**src/rtl/bsp_pkg.sv**
```systemverilog
package bsp_pkg;

	localparam int NODES     = 64;
	localparam int FANOUT    = 3;
	localparam int NODE_W    = $clog2(NODES);
	localparam int ADJ_DEPTH = NODES * FANOUT;
	localparam int ADJ_W     = $clog2(ADJ_DEPTH);
	localparam int K_W       = $clog2(FANOUT + 1);
	localparam int TAIL_W    = $clog2(NODES + 1);

	localparam logic CMD_LOAD  = 1'b0;
	localparam logic CMD_QUERY = 1'b1;

	localparam logic STATUS_PATH = 1'b0;
	localparam logic STATUS_NC   = 1'b1;

	// Commands from the controller to the datapath.
	typedef struct packed {
		logic load;
		logic query;
		logic seed;
		logic pop;
		logic scan;
		logic adj_rd;
		logic walk_init;
		logic walk_rd;
		logic walk_wr;
		logic emit_init;
		logic emit_rd;
		logic emit_ld;
		logic nc_ld;
	} bsp_cmd_t;

	// Status from the datapath back to the controller.
	typedef struct packed {
		logic same_ends;
		logic queue_empty;
		logic scan_done;
		logic found;
		logic pred_ok;
		logic emit_last;
		logic out_free;
	} bsp_status_t;

endpackage

```
**src/rtl/bsp_ctrl.sv**
```systemverilog
module bsp_ctrl import bsp_pkg::*; (
	input  logic        clk,
	input  logic        arst_n,
	input  logic        in_valid,
	output logic        in_ready,
	input  logic        cmd,
	input  bsp_status_t sts,
	output bsp_cmd_t    ctl
);

	typedef enum logic [3:0] {
		ST_IDLE,
		ST_SEED,
		ST_POP,
		ST_SCAN,
		ST_WALK,
		ST_WALK_WR,
		ST_EMIT,
		ST_EMIT_LD,
		ST_NOCONN
	} state_t;

	state_t state_q;
	state_t state_d;

	always_ff @(posedge clk or negedge arst_n) begin
		if (!arst_n) begin
			state_q <= ST_IDLE;
		end else begin
			state_q <= state_d;
		end
	end

	always_comb begin
		state_d  = state_q;
		ctl      = '0;
		in_ready = 1'b0;
		case (state_q)
			ST_IDLE: begin
				in_ready = 1'b1;
				if (in_valid) begin
					if (cmd == CMD_LOAD) begin
						ctl.load = 1'b1;
					end else begin
						ctl.query = 1'b1;
						state_d   = ST_SEED;
					end
				end
			end
			ST_SEED: begin
				// The start is visited first, so a query to itself never finds the end.
				if (sts.same_ends) begin
					state_d = ST_NOCONN;
				end else begin
					ctl.seed = 1'b1;
					state_d  = ST_POP;
				end
			end
			ST_POP: begin
				if (sts.queue_empty) begin
					state_d = ST_NOCONN;
				end else begin
					ctl.pop = 1'b1;
					state_d = ST_SCAN;
				end
			end
			ST_SCAN: begin
				ctl.scan = 1'b1;
				if (sts.found) begin
					ctl.walk_init = 1'b1;
					state_d       = ST_WALK;
				end else if (sts.scan_done) begin
					state_d = ST_POP;
				end else begin
					ctl.adj_rd = 1'b1;
				end
			end
			ST_WALK: begin
				if (sts.pred_ok) begin
					ctl.walk_rd = 1'b1;
					state_d     = ST_WALK_WR;
				end else begin
					ctl.emit_init = 1'b1;
					state_d       = ST_EMIT;
				end
			end
			ST_WALK_WR: begin
				ctl.walk_wr = 1'b1;
				state_d     = ST_WALK;
			end
			ST_EMIT: begin
				if (sts.out_free) begin
					ctl.emit_rd = 1'b1;
					state_d     = ST_EMIT_LD;
				end
			end
			ST_EMIT_LD: begin
				ctl.emit_ld = 1'b1;
				state_d     = sts.emit_last ? ST_IDLE : ST_EMIT;
			end
			ST_NOCONN: begin
				if (sts.out_free) begin
					ctl.nc_ld = 1'b1;
					state_d   = ST_IDLE;
				end
			end
			default: begin
				state_d = ST_IDLE;
			end
		endcase
	end

endmodule

```
**config.mk**
```make
export PLATFORM = sky130hd
export DESIGN_NAME = bsp_ctrl
export DESIGN_NICKNAME = d
export VERILOG_FILES = /design/src/rtl/bsp_pkg.sv /design/src/rtl/bsp_ctrl.sv
export SDC_FILE = /design/constraint.sdc
export NUM_CORES = 1
export LEC_CHECK = 0
export ABC_AREA = 1
export BUFFER_PORTS_ARGS = -buffer_cell sky130_fd_sc_hd__buf_4
export CAP_MARGIN = 20
export CORE_AREA = 2 2 39 41
export DETAILED_ROUTE_END_ITERATION = 8
export DIE_AREA = 0 0 41 43
export PLACE_DENSITY = 0.68
export SYNTH_ARGS = -nofsm -noshare
export SYNTH_HDL_FRONTEND = slang
export SYNTH_SLANG_ARGS = --single-unit
```
**constraint.sdc**
```tcl
create_clock -name clk -period 1.2 [get_ports clk]
set_input_delay 0.3 -clock clk [delete_from_list [all_inputs] [get_ports clk]]
set_output_delay 0.3 -clock clk [all_outputs]
set_load 0.01 [all_outputs]
```
==> impl_metrics.csv <==
group,metric,value,unit
status,status,"finished, violations left",
status,violations,"negative setup slack",
floorplanning,die_w,41,um
setup_path,cp_data_arrival_time,1.25,ns
global_route,overflow,0,
cells_and_area,final_area,858,um^2
detailed_routing,wl_per_cell,10.6,um
timing,setup_violations,15,
logic_synthesis,synth_nets,78,
detailed_routing,drcViolationCount,0,
cts,cts_tree,"done",
cells_and_area,postLayoutCoreUtil,62.0,%
setup_path,critPathSlowestCell,"dfrtp_2",
detailed_routing,viasPerCell,4.56,
power_and_ir_drop,p_leak,0.476,nW
floorplanning,die_area,1760,um^2
cells_and_area,nets,124,
logic_synthesis,synth_top_area_share,23.7,%
logic_synthesis,syn_area,422,um^2
global_route,grt_pass1_wl,1.98,mm
global_route,grt_max_degree,7,
floorplanning,core-area,1380,um^2
global_route,grt_pass1_vias,485,
placement,port_buffers,24,
detailed_routing,wirelength,1.34,mm
timing,max_freq,645,MHz
setup_path,cpPeakStageDelay,0.44,ns
min_path,min_path_type,"input pin to flip-flop",
cells_and_area,largest_reg_flops,4,
logic_synthesis,syn_area_per_cell,6.29,um^2
cells_and_area,layout.cells.non_filler,127,
logic_synthesis,yosysMostFrequentCell,"inv_1",
logic_synthesis,async_reset_ff_share,100,%
placement,pre_cts_ws,-0.118,ns
logic_synthesis,synthTopCellsByCount,"11 x inv_1, 10 x nand2_1, 10 x nor2_1",
setup_path,crit_required,0.90,ns
cts,clock_sink_count,4,
cells_and_area,top_regs,"state_q: 4 flops",
cells_and_area,areaGrowthSynthToFinish,104,%
timing,slew_violations,0,
placement,routabilityCongestion,0.733,
logic_synthesis,ys_seq_elements,4,
cts,clockBufferDepth,2,
cells_and_area,drive_gt1_share,69.4,%
timing,skew,0.00313,ns
logic_synthesis,yosysUniqueCellTypes,16,
placement,hpwl,1.01,mm
placement,post_dp_cell_area,747,um^2
cells_and_area,top_register,"state_q",
logic_synthesis,ys_warn_count,0,
placement,placedCellCount,121,
detailed_routing,vias,579,
floorplanning,die_y,43,um
floorplanning,row_count,14,
timing,period_share,129,%
cells_and_area,n_antenna_cell,0,
timing,worst_slew_pin_slew,0.203,ns
power_and_ir_drop,powerDensity,2210,nW/um^2
timing,finalCriticalPeriod,1.55,ns
cts,cts-root-buf,"clkbuf_4",
setup_path,worstSetupEndpointType,"primary output",
power_and_ir_drop,peakVddDrop,1160,uV
setup_path,cp_common_cell,"nor2_4",
logic_synthesis,synth_edf_count,0,
cells_and_area,fillers,133,
timing,relSlewSlack,86.4,%
timing,hold_violations,0,
logic_synthesis,syn_inst,67,
logic_synthesis,synthFlopType,"dfrtp_1",
setup_path,worstSetupPathType,"flip-flop to primary output",
floorplanning,initial_core_util,30.5,%
cts,clk_pin_slew,0.04,ns
global_route,track_usage,16.8,%
cts,cts_made_buffers,3,
logic_synthesis,synth_seq_area_share,23.7,%
floorplanning,io_pins,25,
setup_path,crit_path_start_kind,"flip-flop",
detailed_routing,ant_nets,0,
min_path,hold_depth,2,
timing,layout_setup_ws,-0.351,ns
cts,clk_latency,0.24,ns
detailed_routing,first_pass_iters,4,
setup_path,cp_cell_sequence,"nor2_4 -> inv_2 -> nor2_4 -> nand2_2 -> nor2_2 -> buf_4",
setup_path,ff2ff_path_depth,8,
detailed_routing,first_iter_violations,7,
cts,htree_levels,1,
logic_synthesis,synthTopCellsByArea,"dfrtp_1 24%, inv_1 9.8%, nand2_1 8.9%",
power_and_ir_drop,p_total,1.90,mW
run,maxCapViolCount,0,
setup_path,crit_fanout,4,
global_route,antenna_found_initial,0,
logic_synthesis,synth_largest_area_cell,"dfrtp_1",
timing,rsz0062_at_grt,"yes",
[per-layer routing]
layer	GRT usage, %	vias to the layer above	part of all wire [%]
met3	6.28	0	6.2
met5	0	-	0
li1	-	300	-
met2	27.8	17	53
met1	20.5	262	41
met4	2.00	0	0
[area by class of cell]
class | instances | area [um^2] | area share [%]
tap | 16 | 20.0 | 2.33
clock buffer | 3 | 22.5 | 2.62
multi-input combinational | 44 | 300 | 35.0
timing repair buffer | 41 | 340 | 39.7
inverter | 19 | 71.3 | 8.31
sequential | 4 | 104 | 12.1
[path summary, 6_finish.rpt]
check,start,to,slack [ns]
min in group asynchronous,arst_n,state_q[2],0.40
setup reg to reg,state_q[2],state_q[0],-0.03
hold / removal,sts[0],state_q[3],0.30
hold reg to reg,state_q[3],state_q[3],0.71
max in group asynchronous,arst_n,state_q[3],0.69
setup / recovery,state_q[1],ctl[12],-0.35
[logic make-up after synthesis]
family,count (synthesis),share of synthesized area (%)
buffers and inverters,19,16.9
AO/OA/AOI/OAI,5,8.90
flip-flops,4,23.7
AND/OR/NAND/NOR,39,50.4
[timing repair]
item / 4_1_cts / 5_1_grt
endpoints found under the hold margin: 4 / 0
gates resized for setup: 16 / 5
hold buffers: 1 / 0
pin swaps: 6 / 6
setup endpoints to repair: 16 / 17
buffers inserted: 4 / 2
[metrics by stage]
stage                     setup TNS (ns)  hold slack, ns
after floorplan                   -0.148         0.00441
after global placement            -0.808          0.0993
after detailed placement          -0.879          0.0993
after CTS                          -4.32           0.337
after global routing               -5.23           0.301
final                              -4.24           0.301
[cells in the final DEF, fill, tap and decap left out]
cell and instances:
inv_2 10, nand3_2 3, nor2_2 4, o211ai_1 2, nand2_4 1, a21oi_2 1, nand2_2 4, dfrtp_1 1
o221ai_1 1, buf_4 32, nand2_1 8, clkbuf_4 3, buf_6 8, nand3_1 4, nor3_2 1, dfrtp_2 3
nand4_1 1, nor3_1 1, clkinv_1 1, nor2_1 6, o221ai_2 1, inv_1 8, nor2_4 6, dlygate4sd3_1 1
[power breakdown]
| part | switching [mW] | internal [mW] |
|---|---|---|
| registers | 0.107 | 0.206 |
| logic | 0.713 | 0.699 |
| clock network | 0.0605 | 0.112 |
| total | 0.881 | 1.02 |
[critical path, delay by kind of cell, from the launching register on]
kind | cells | cell delay (ns)
buffers and inverters | 2 | 0.19
flip-flops | 1 | 0.44
AND/OR/NAND/NOR | 4 | 0.38
(Power assumes the default switching activity.)
