$ cat src/rtl/bsp_pkg.sv
package bsp_pkg;

	localparam int NODES     = 64;
	localparam int FANOUT    = 3;
	localparam int NODE_W    = $clog2(NODES);
	localparam int ADJ_DEPTH = NODES * FANOUT;
	localparam int ADJ_W     = $clog2(ADJ_DEPTH);
	localparam int K_W       = $clog2(FANOUT + 1);
	localparam int TAIL_W    = $clog2(NODES + 1);

	localparam logic CMD_LOAD  = 1'b0;
	localparam logic CMD_QUERY = 1'b1;

	localparam logic STATUS_PATH = 1'b0;
	localparam logic STATUS_NC   = 1'b1;

	// Commands from the controller to the datapath.
	typedef struct packed {
		logic load;
		logic query;
		logic seed;
		logic pop;
		logic scan;
		logic adj_rd;
		logic walk_init;
		logic walk_rd;
		logic walk_wr;
		logic emit_init;
		logic emit_rd;
		logic emit_ld;
		logic nc_ld;
	} bsp_cmd_t;

	// Status from the datapath back to the controller.
	typedef struct packed {
		logic same_ends;
		logic queue_empty;
		logic scan_done;
		logic found;
		logic pred_ok;
		logic emit_last;
		logic out_free;
	} bsp_status_t;

endpackage

$ cat src/rtl/bsp_datapath.sv
module bsp_datapath import bsp_pkg::*; (
	input  logic              clk,
	input  logic              arst_n,
	input  bsp_cmd_t          ctl,
	output bsp_status_t       sts,
	input  logic [5:0]        node,
	input  logic [1:0]        slot,
	input  logic [5:0]        successor,
	input  logic              succ_valid,
	input  logic [5:0]        start_req,
	input  logic [5:0]        end_node,
	output logic              out_valid,
	input  logic              out_ready,
	output logic [5:0]        path_node,
	output logic              status,
	output logic              last
);

	logic [ADJ_DEPTH-1:0] adj_valid_q;
	logic [NODE_W-1:0]    adj_mem [ADJ_DEPTH];
	logic [NODES-1:0]     visited_q;
	logic [NODES-1:0]     pred_valid_q;
	logic [NODE_W-1:0]    pred_mem [NODES];
	logic [NODE_W-1:0]    queue_mem [NODES];

	logic [NODE_W-1:0] start_q;
	logic [NODE_W-1:0] end_q;
	logic [TAIL_W-1:0] head_q;
	logic [TAIL_W-1:0] tail_q;
	logic [NODE_W-1:0] qrd_q;
	logic [K_W-1:0]    k_q;
	logic [NODE_W-1:0] adj_succ_s1;
	logic              adj_v_s1;
	logic              chk_s1;
	logic [NODE_W-1:0] c_q;
	logic [NODE_W-1:0] prd_q;
	logic [NODE_W-1:0] cnt_q;
	logic [NODE_W-1:0] idx_q;
	logic              out_valid_q;
	logic [NODE_W-1:0] path_node_q;
	logic              status_q;
	logic              last_q;

	logic [ADJ_W-1:0]  load_idx;
	logic              load_ok;
	logic [ADJ_W-1:0]  scan_idx;
	logic              discover;
	logic              tail_room;
	logic              q_we;
	logic [NODE_W-1:0] q_waddr;
	logic [NODE_W-1:0] q_wdata;
	logic [NODE_W-1:0] q_raddr;

	assign load_idx  = ADJ_W'(node) * ADJ_W'(FANOUT) + ADJ_W'(slot);
	assign load_ok   = int'(slot) < FANOUT;
	// qrd_q holds the node being expanded while the scan runs.
	assign scan_idx  = ADJ_W'(qrd_q) * ADJ_W'(FANOUT) + ADJ_W'(k_q);
	assign discover  = ctl.scan && chk_s1 && adj_v_s1 && !visited_q[adj_succ_s1];
	assign tail_room = int'(tail_q) < NODES;

	// The queue memory holds the frontier during the search and the reversed
	// predecessor chain afterwards.
	always_comb begin
		q_we    = 1'b0;
		q_waddr = tail_q[NODE_W-1:0];
		q_wdata = adj_succ_s1;
		if (ctl.seed) begin
			q_we    = 1'b1;
			q_wdata = start_q;
		end else if (discover && tail_room) begin
			q_we = 1'b1;
		end else if (ctl.walk_wr) begin
			q_we    = 1'b1;
			q_waddr = cnt_q;
			q_wdata = prd_q;
		end
	end

	assign q_raddr = ctl.emit_rd ? idx_q : head_q[NODE_W-1:0];

	always_ff @(posedge clk or negedge arst_n) begin
		if (!arst_n) begin
			adj_valid_q  <= '0;
			visited_q    <= '0;
			pred_valid_q <= '0;
			head_q       <= '0;
			tail_q       <= '0;
			k_q          <= '0;
			chk_s1       <= 1'b0;
			out_valid_q  <= 1'b0;
		end else begin
			if (ctl.load && load_ok) begin
				adj_valid_q[load_idx] <= succ_valid;
			end
			if (ctl.query) begin
				visited_q    <= '0;
				pred_valid_q <= '0;
				head_q       <= '0;
				tail_q       <= '0;
			end
			if (ctl.seed) begin
				visited_q[start_q] <= 1'b1;
				tail_q             <= TAIL_W'(1);
			end
			if (ctl.pop) begin
				head_q <= head_q + TAIL_W'(1);
			end
			if (discover) begin
				visited_q[adj_succ_s1]    <= 1'b1;
				pred_valid_q[adj_succ_s1] <= 1'b1;
				if (tail_room) begin
					tail_q <= tail_q + TAIL_W'(1);
				end
			end
			if (ctl.pop) begin
				k_q <= '0;
			end else if (ctl.adj_rd) begin
				k_q <= k_q + K_W'(1);
			end
			chk_s1 <= ctl.adj_rd;
			if (ctl.emit_ld || ctl.nc_ld) begin
				out_valid_q <= 1'b1;
			end else if (out_ready) begin
				out_valid_q <= 1'b0;
			end
		end
	end

	always_ff @(posedge clk) begin
		if (ctl.query) begin
			start_q <= start_req;
			end_q   <= end_node;
		end
		if (ctl.adj_rd) begin
			adj_succ_s1 <= adj_mem[scan_idx];
			adj_v_s1    <= adj_valid_q[scan_idx];
		end
		if (ctl.pop || ctl.emit_rd) begin
			qrd_q <= queue_mem[q_raddr];
		end
		if (ctl.walk_init) begin
			c_q   <= end_q;
			cnt_q <= '0;
		end
		if (ctl.walk_rd) begin
			prd_q <= pred_mem[c_q];
		end
		if (ctl.walk_wr) begin
			c_q   <= prd_q;
			cnt_q <= cnt_q + NODE_W'(1);
		end
		if (ctl.emit_init) begin
			idx_q <= cnt_q - NODE_W'(1);
		end
		if (ctl.emit_ld) begin
			idx_q       <= idx_q - NODE_W'(1);
			path_node_q <= qrd_q;
			status_q    <= STATUS_PATH;
			last_q      <= (idx_q == '0);
		end
		if (ctl.nc_ld) begin
			path_node_q <= '0;
			status_q    <= STATUS_NC;
			last_q      <= 1'b1;
		end
	end

	always_ff @(posedge clk) begin
		if (ctl.load && load_ok && succ_valid) begin
			adj_mem[load_idx] <= successor;
		end
		if (discover) begin
			pred_mem[adj_succ_s1] <= qrd_q;
		end
		if (q_we) begin
			queue_mem[q_waddr] <= q_wdata;
		end
	end

	always_comb begin
		sts.same_ends   = (start_q == end_q);
		sts.queue_empty = (head_q == tail_q);
		sts.scan_done   = (k_q == K_W'(FANOUT));
		sts.found       = discover && (adj_succ_s1 == end_q);
		sts.pred_ok     = pred_valid_q[c_q];
		sts.emit_last   = (idx_q == '0);
		sts.out_free    = !out_valid_q || out_ready;
	end

	assign out_valid = out_valid_q;
	assign path_node = path_node_q;
	assign status    = status_q;
	assign last      = last_q;

endmodule

$ cat config.mk
export PLATFORM = sky130hd
export DESIGN_NAME = bsp_datapath
export DESIGN_NICKNAME = d
export VERILOG_FILES = /design/src/rtl/bsp_pkg.sv /design/src/rtl/bsp_datapath.sv
export SDC_FILE = /design/constraint.sdc
export NUM_CORES = 2
export LEC_CHECK = 0
export ABC_AREA = 1
export BUFFER_PORTS_ARGS = -buffer_cell sky130_fd_sc_hd__buf_2
export CAP_MARGIN = 20
export CORE_UTILIZATION = 35
export CTS_BUF_LIST = sky130_fd_sc_hd__clkbuf_4 sky130_fd_sc_hd__clkbuf_8 sky130_fd_sc_hd__clkbuf_16
export CTS_CLUSTER_SIZE = 28
export DETAILED_ROUTE_END_ITERATION = 6
export PLACE_DENSITY_LB_ADDON = 0.3
export SLEW_MARGIN = 20
export SYNTH_ARGS = -nofsm -noshare
export SYNTH_HDL_FRONTEND = slang
export SYNTH_SLANG_ARGS = --single-unit
export TNS_END_PERCENT = 30
$ cat constraint.sdc
create_clock -name clk -period 6 [get_ports clk]
set_input_delay 1.2 -clock clk [delete_from_list [all_inputs] [get_ports clk]]
set_output_delay 1.2 -clock clk [all_outputs]
set_load 0.01 [all_outputs]
==> tab_implementation.tex <==
\begin{tabular}{lr}
\hline
Metric & Value \\
\hline
\multicolumn{2}{l}{\textbf{Outcome}} \\
\quad Outcome & finished with violations \\
\quad Violated checks & DRC \\
\multicolumn{2}{l}{\textbf{Logic synthesis}} \\
\quad Sequential share of the synthesized area & 0.706 \\
\quad Number of cells produced by synthesis & about 8200 \\
\quad Leading register cell type out of synthesis & edfxtp\_1 \\
\quad Syn. warnings & 0 \\
\quad FF+latch count, synth & 2315 \\
\quad Number of flops mapped to enable cells by yosys & 1969 \\
\quad Post-synthesis area per instance & 11.7 um\^{}2 \\
\quad Total standard cell area after synthesis & 95900 um\^{}2 \\
\quad Nets in the synthesized netlist & 8245 \\
\quad Fraction of synthesis flops using an asynchronous set or reset pin & 0.146 \\
\quad Synth cell types & 55 \\
\multicolumn{2}{l}{\textbf{Timing}} \\
\quad Setup tns final & 0 ns \\
\quad Rel. slew slack & 0.231 \\
\quad Count of final hold-check violations & 0 \\
\quad Unrepaired setup endpoints after global routing & no \\
\quad Count of pins over their slew limit & 0 \\
\quad Final setup violation count & 0 \\
\quad Post-route fraction of the period consumed by the critical path & 0.907 \\
\quad Clock Skew & 0.0572 ns \\
\quad Peak Freq & 184 MHz \\
\quad Slew @ Worst Pin & between 1 and 1.5 ns \\
\quad Minimum clock period after layout & 5.44 ns \\
\multicolumn{2}{l}{\textbf{Min path}} \\
\quad Type of the tightest min-delay check & input port to asynchronous set/reset pin \\
\multicolumn{2}{l}{\textbf{Floorplan}} \\
\quad Initial core utilization & 0.353 \\
\quad Core box area & 272000 um\^{}2 \\
\quad Width of the chip & 525 um \\
\quad Core Rows & 191 \\
\quad Vertical die dimension & 525 um \\
\quad Die area & 276000 um\^{}2 \\
\quad I/O pin total & between 50 and 60 \\
\multicolumn{2}{l}{\textbf{Layout}} \\
\quad Layout cell share with drive strength beyond 1 & 0.0829 \\
\quad Final design area excluding fillers & about 110000 um\^{}2 \\
\quad Antenna cell count & 0 \\
\quad Top library cells by usage in the layout, fill and taps aside & edfxtp\_1 (1969), nor2\_1 (1528), o21ai\_0 (1419) \\
\quad Number of fill cells in the layout & between 20000 and 30000 \\
\quad Post-layout nets & 8086 \\
\quad Most common cell after layout, fill and taps aside & edfxtp\_1 \\
\quad Layout area overhead & 12.4\% \\
\multicolumn{2}{l}{\textbf{Flow run}} \\
\quad Maximum capacitance violations & 0 \\
\multicolumn{2}{l}{\textbf{Place}} \\
\quad \# port buffers & 58 \\
\quad Placed wire-length estimate after detailed placement & between 150 and 200 mm \\
\quad Placement-stage cell area & 99900 um\^{}2 \\
\quad GPL Wtd Cong & approximately 0.87 \\
\multicolumn{2}{l}{\textbf{Setup path}} \\
\quad CP cell instances & buf\_4 > o21ai\_0 > nand2\_1 > nand2\_1 > nand2\_1 > nand2\_1 > nand2\_1 > nand2\_1 > nor2\_2 > nand2\_2 > nor4\_1 > buf\_2 \\
\quad Crit path max fanout & 37 \\
\quad Number of cells traversed by the worst register-to-register path & 14 \\
\quad Startpoint type of the worst setup path & flip-flop \\
\quad Critical path capture point type & primary output \\
\quad CP peak stage delay & 0.77 ns \\
\quad Cell count along the critical path & 12 \\
\quad Worst path most repeated cell & nand2\_1 \\
\quad Cell type of the slowest stage on the worst timing path & nor4\_1 \\
\quad Setup Crit Path Kind & flip-flop to primary output \\
\quad Data arrival time of the critical path & 4.24 ns \\
\quad Top delay family on crit path & simple AND/OR/NAND/NOR gates \\
\quad Bufs and invs on worst path & 2 \\
\quad CP Data Required Time & 4.80 ns \\
\multicolumn{2}{l}{\textbf{Global route}} \\
\quad Pin count of the biggest net entering global routing & 242 \\
\quad Global route total overflow & 0 \\
\quad GRT Resource Usage Total & 0.193 \\
\quad Wire length of the first global-routing pass & 411 mm \\
\quad Via count of the first global-routing pass & 64000 \\
\quad Antenna violations before repair & 9 \\
\multicolumn{2}{l}{\textbf{Clock network}} \\
\quad Clk Tree Root Cell & clkbuf\_16 \\
\quad Buffers from clock root to sink, at most & 4 \\
\quad Number of sinks driven by the clock tree & 2315 \\
\quad Quantity of gates resized following cts & 0 \\
\quad Post-CTS repair timing setup buffer count & 0 \\
\quad Clock tree from TritonCTS & yes \\
\quad Num CTS Buffers & 231 \\
\quad Clock-pin slew reported for the worst setup and hold paths after clock tree synthesis & roughly 0.060 ns \\
\quad \# hold bufs at CTS & 0 \\
\quad CTS H-tree lvls & 4 \\
\quad Clock latency of the later-clocked register in the worst-skew pair & about 0.88 ns \\
\multicolumn{2}{l}{\textbf{Drt}} \\
\quad Detailed Routing Iterations Pass 1 & 7 \\
\quad Antenna Nets Post-Route & 0 \\
\quad Post-DR vias/cell & 5.55 \\
\quad Average wire length per cell after detail routing & 23.3 um \\
\quad DRT iter0 DRCs & 7030 \\
\quad Final routed wirelength across all metal layers & 274 mm \\
\quad Total vias in the final route & between 60000 and 70000 \\
\quad Count of unresolved DRC violations after routing & 4 \\
\multicolumn{2}{l}{\textbf{Power}} \\
\quad Internal Dissipation & 32.0 mW \\
\quad Areal power density over the cells & 489 nW/um\^{}2 \\
\quad Part of the total power dissipated in combinational logic & 0.362 \\
\quad Portion of total power attributed to the clock network & 0.283 \\
\quad Switching portion of total power & 0.392 \\
\quad Net switching power figure & 20.7 mW \\
\quad Flop pwr share & 0.355 \\
\quad Leak Pwr & around 36 nW \\
\quad Worst IR drop on VDD & 0.860 mV \\
\hline
\end{tabular}
-- flip-flops by register name (all words and copies together) (netlist names), 7 cells and up --
name          cells
pred_valid_q     64
queue_mem       384
head_q            7
visited_q        64
adj_valid_q     192
tail_q            7
adj_mem        1152
pred_mem        384
-- final timing paths --
check,from,to,slack (ns)
setup / recovery,adj_succ_s1[0],sts[3],0.56
hold / removal,arst_n,adj_valid_q[0],0.30
setup reg to reg,qrd_q[0],adj_succ_s1[5],1.20
hold reg to reg,status,status,0.46
max in group asynchronous,arst_n,adj_valid_q[170],4.48
min in group clk,status,status,0.46
-- cell usage after synthesis (3+ instances only) --
master | number | area share
edfxtp_1 | 1969 | 0.62
nor2_1 | 1545 | 0.060
o21ai_0 | 1421 | 0.074
nand2_1 | 819 | 0.032
clkbuf_1 | 511 | 0.020
o221ai_1 | 341 | 0.031
dfrtp_1 | 338 | 0.088
nand3_1 | 315 | 0.016
o22ai_1 | 249 | 0.016
inv_1 | 210 | 0.0082
o211ai_1 | 104 | 0.0081
a21oi_1 | 48 | 0.0025
buf_2 | 37 | 0.0019
ha_1 | 28 | 0.0037
a22oi_1 | 24 | 0.0019
buf_1 | 24 | 0.00094
nor3_1 | 17 | 0.00089
xor2_1 | 15 | 0.0014
mux2i_1 | 11 | 0.0011
nand4_1 | 10 | 0.00065
nand2_2 | 9 | 0.00059
xnor2_1 | 9 | 0.00082
a221o_1 | 8 | 0.00084
dfxtp_1 | 8 | 0.0017
nand4_2 | 8 | 0.0010
nand3_2 | 7 | 0.00073
buf_6 | 6 | 0.00070
o21ai_1 | 6 | 0.00031
o21ai_2 | 6 | 0.00055
o31ai_1 | 6 | 0.00047
a32o_1 | 5 | 0.00052
clkinv_1 | 5 | 0.00020
o21bai_1 | 5 | 0.00039
a22o_1 | 4 | 0.00037
fa_1 | 4 | 0.00084
o311ai_0 | 4 | 0.00037
or2_2 | 4 | 0.00026
buf_4 | 3 | 0.00023
nor4_1 | 3 | 0.00020
-- per-layer routing --
metal,vias to the layer above,GRT usage,wire [um]
met4,8,0.0606,8360
met1,32700,0.270,118000
li1,29500,-,-
met3,479,0.0354,21900
met5,-,0.00346,179
met2,2619,0.304,125000
-- kinds of logic (layout without fill, tap and decap cells) --
kind of cell             Yosys count  after routing  share of synthesized area
AO/OA/AOI/OAI                   2242           2242                      0.139
XOR/XNOR                          24             24                    0.00219
adder cells (fa/ha/maj)           32             32                    0.00449
buffers and inverters            801            837                     0.0326
flip-flops                      2315           2315                      0.706
multiplexers                      11             11                    0.00115
AND/OR/NAND/NOR                 2745           2745                      0.114
-- stage by stage --
step	std cells	total power, mW	setup WS (ns)	util	hold WS, ns
global placement	11300	37.7	0.980	0.368	0.431
global route	11800	54.9	0.458	0.397	0.320
detailed placement	11300	37.8	1.05	0.368	0.448
CTS	11800	52.6	0.663	0.396	0.292
finish	11800	52.7	0.555	0.397	0.305
floorplan	8170	30.2	0.981	-	0.445
-- final cells by class --
| class | count | area (um^2) | area share |
|---|---|---|---|
| Tap cell | 3570 | 4470 | 0.0415 |
| Sequential cell | 2315 | 67700 | 0.629 |
| Inverter | 218 | 860 | 0.00798 |
| Multi-Input combinational cell | 5054 | 25200 | 0.234 |
| Clock buffer | 308 | 6610 | 0.0613 |
| Timing Repair Buffer | 191 | 1670 | 0.0155 |
| Clock inverter | 120 | 1200 | 0.0111 |
-- power groups by stage --
stage                     Combinational, mW  Sequential (mW)  Clock [mW]
after floorplan                        11.2             19.0           0
after global placement                 18.6             19.0           0
after detailed placement               18.8             19.0           0
after CTS                              18.8             18.7        15.1
after global routing                   20.5             18.8        15.7
final                                  19.1             18.7        14.9
Note: power is estimated with default switching activity, not from simulation.
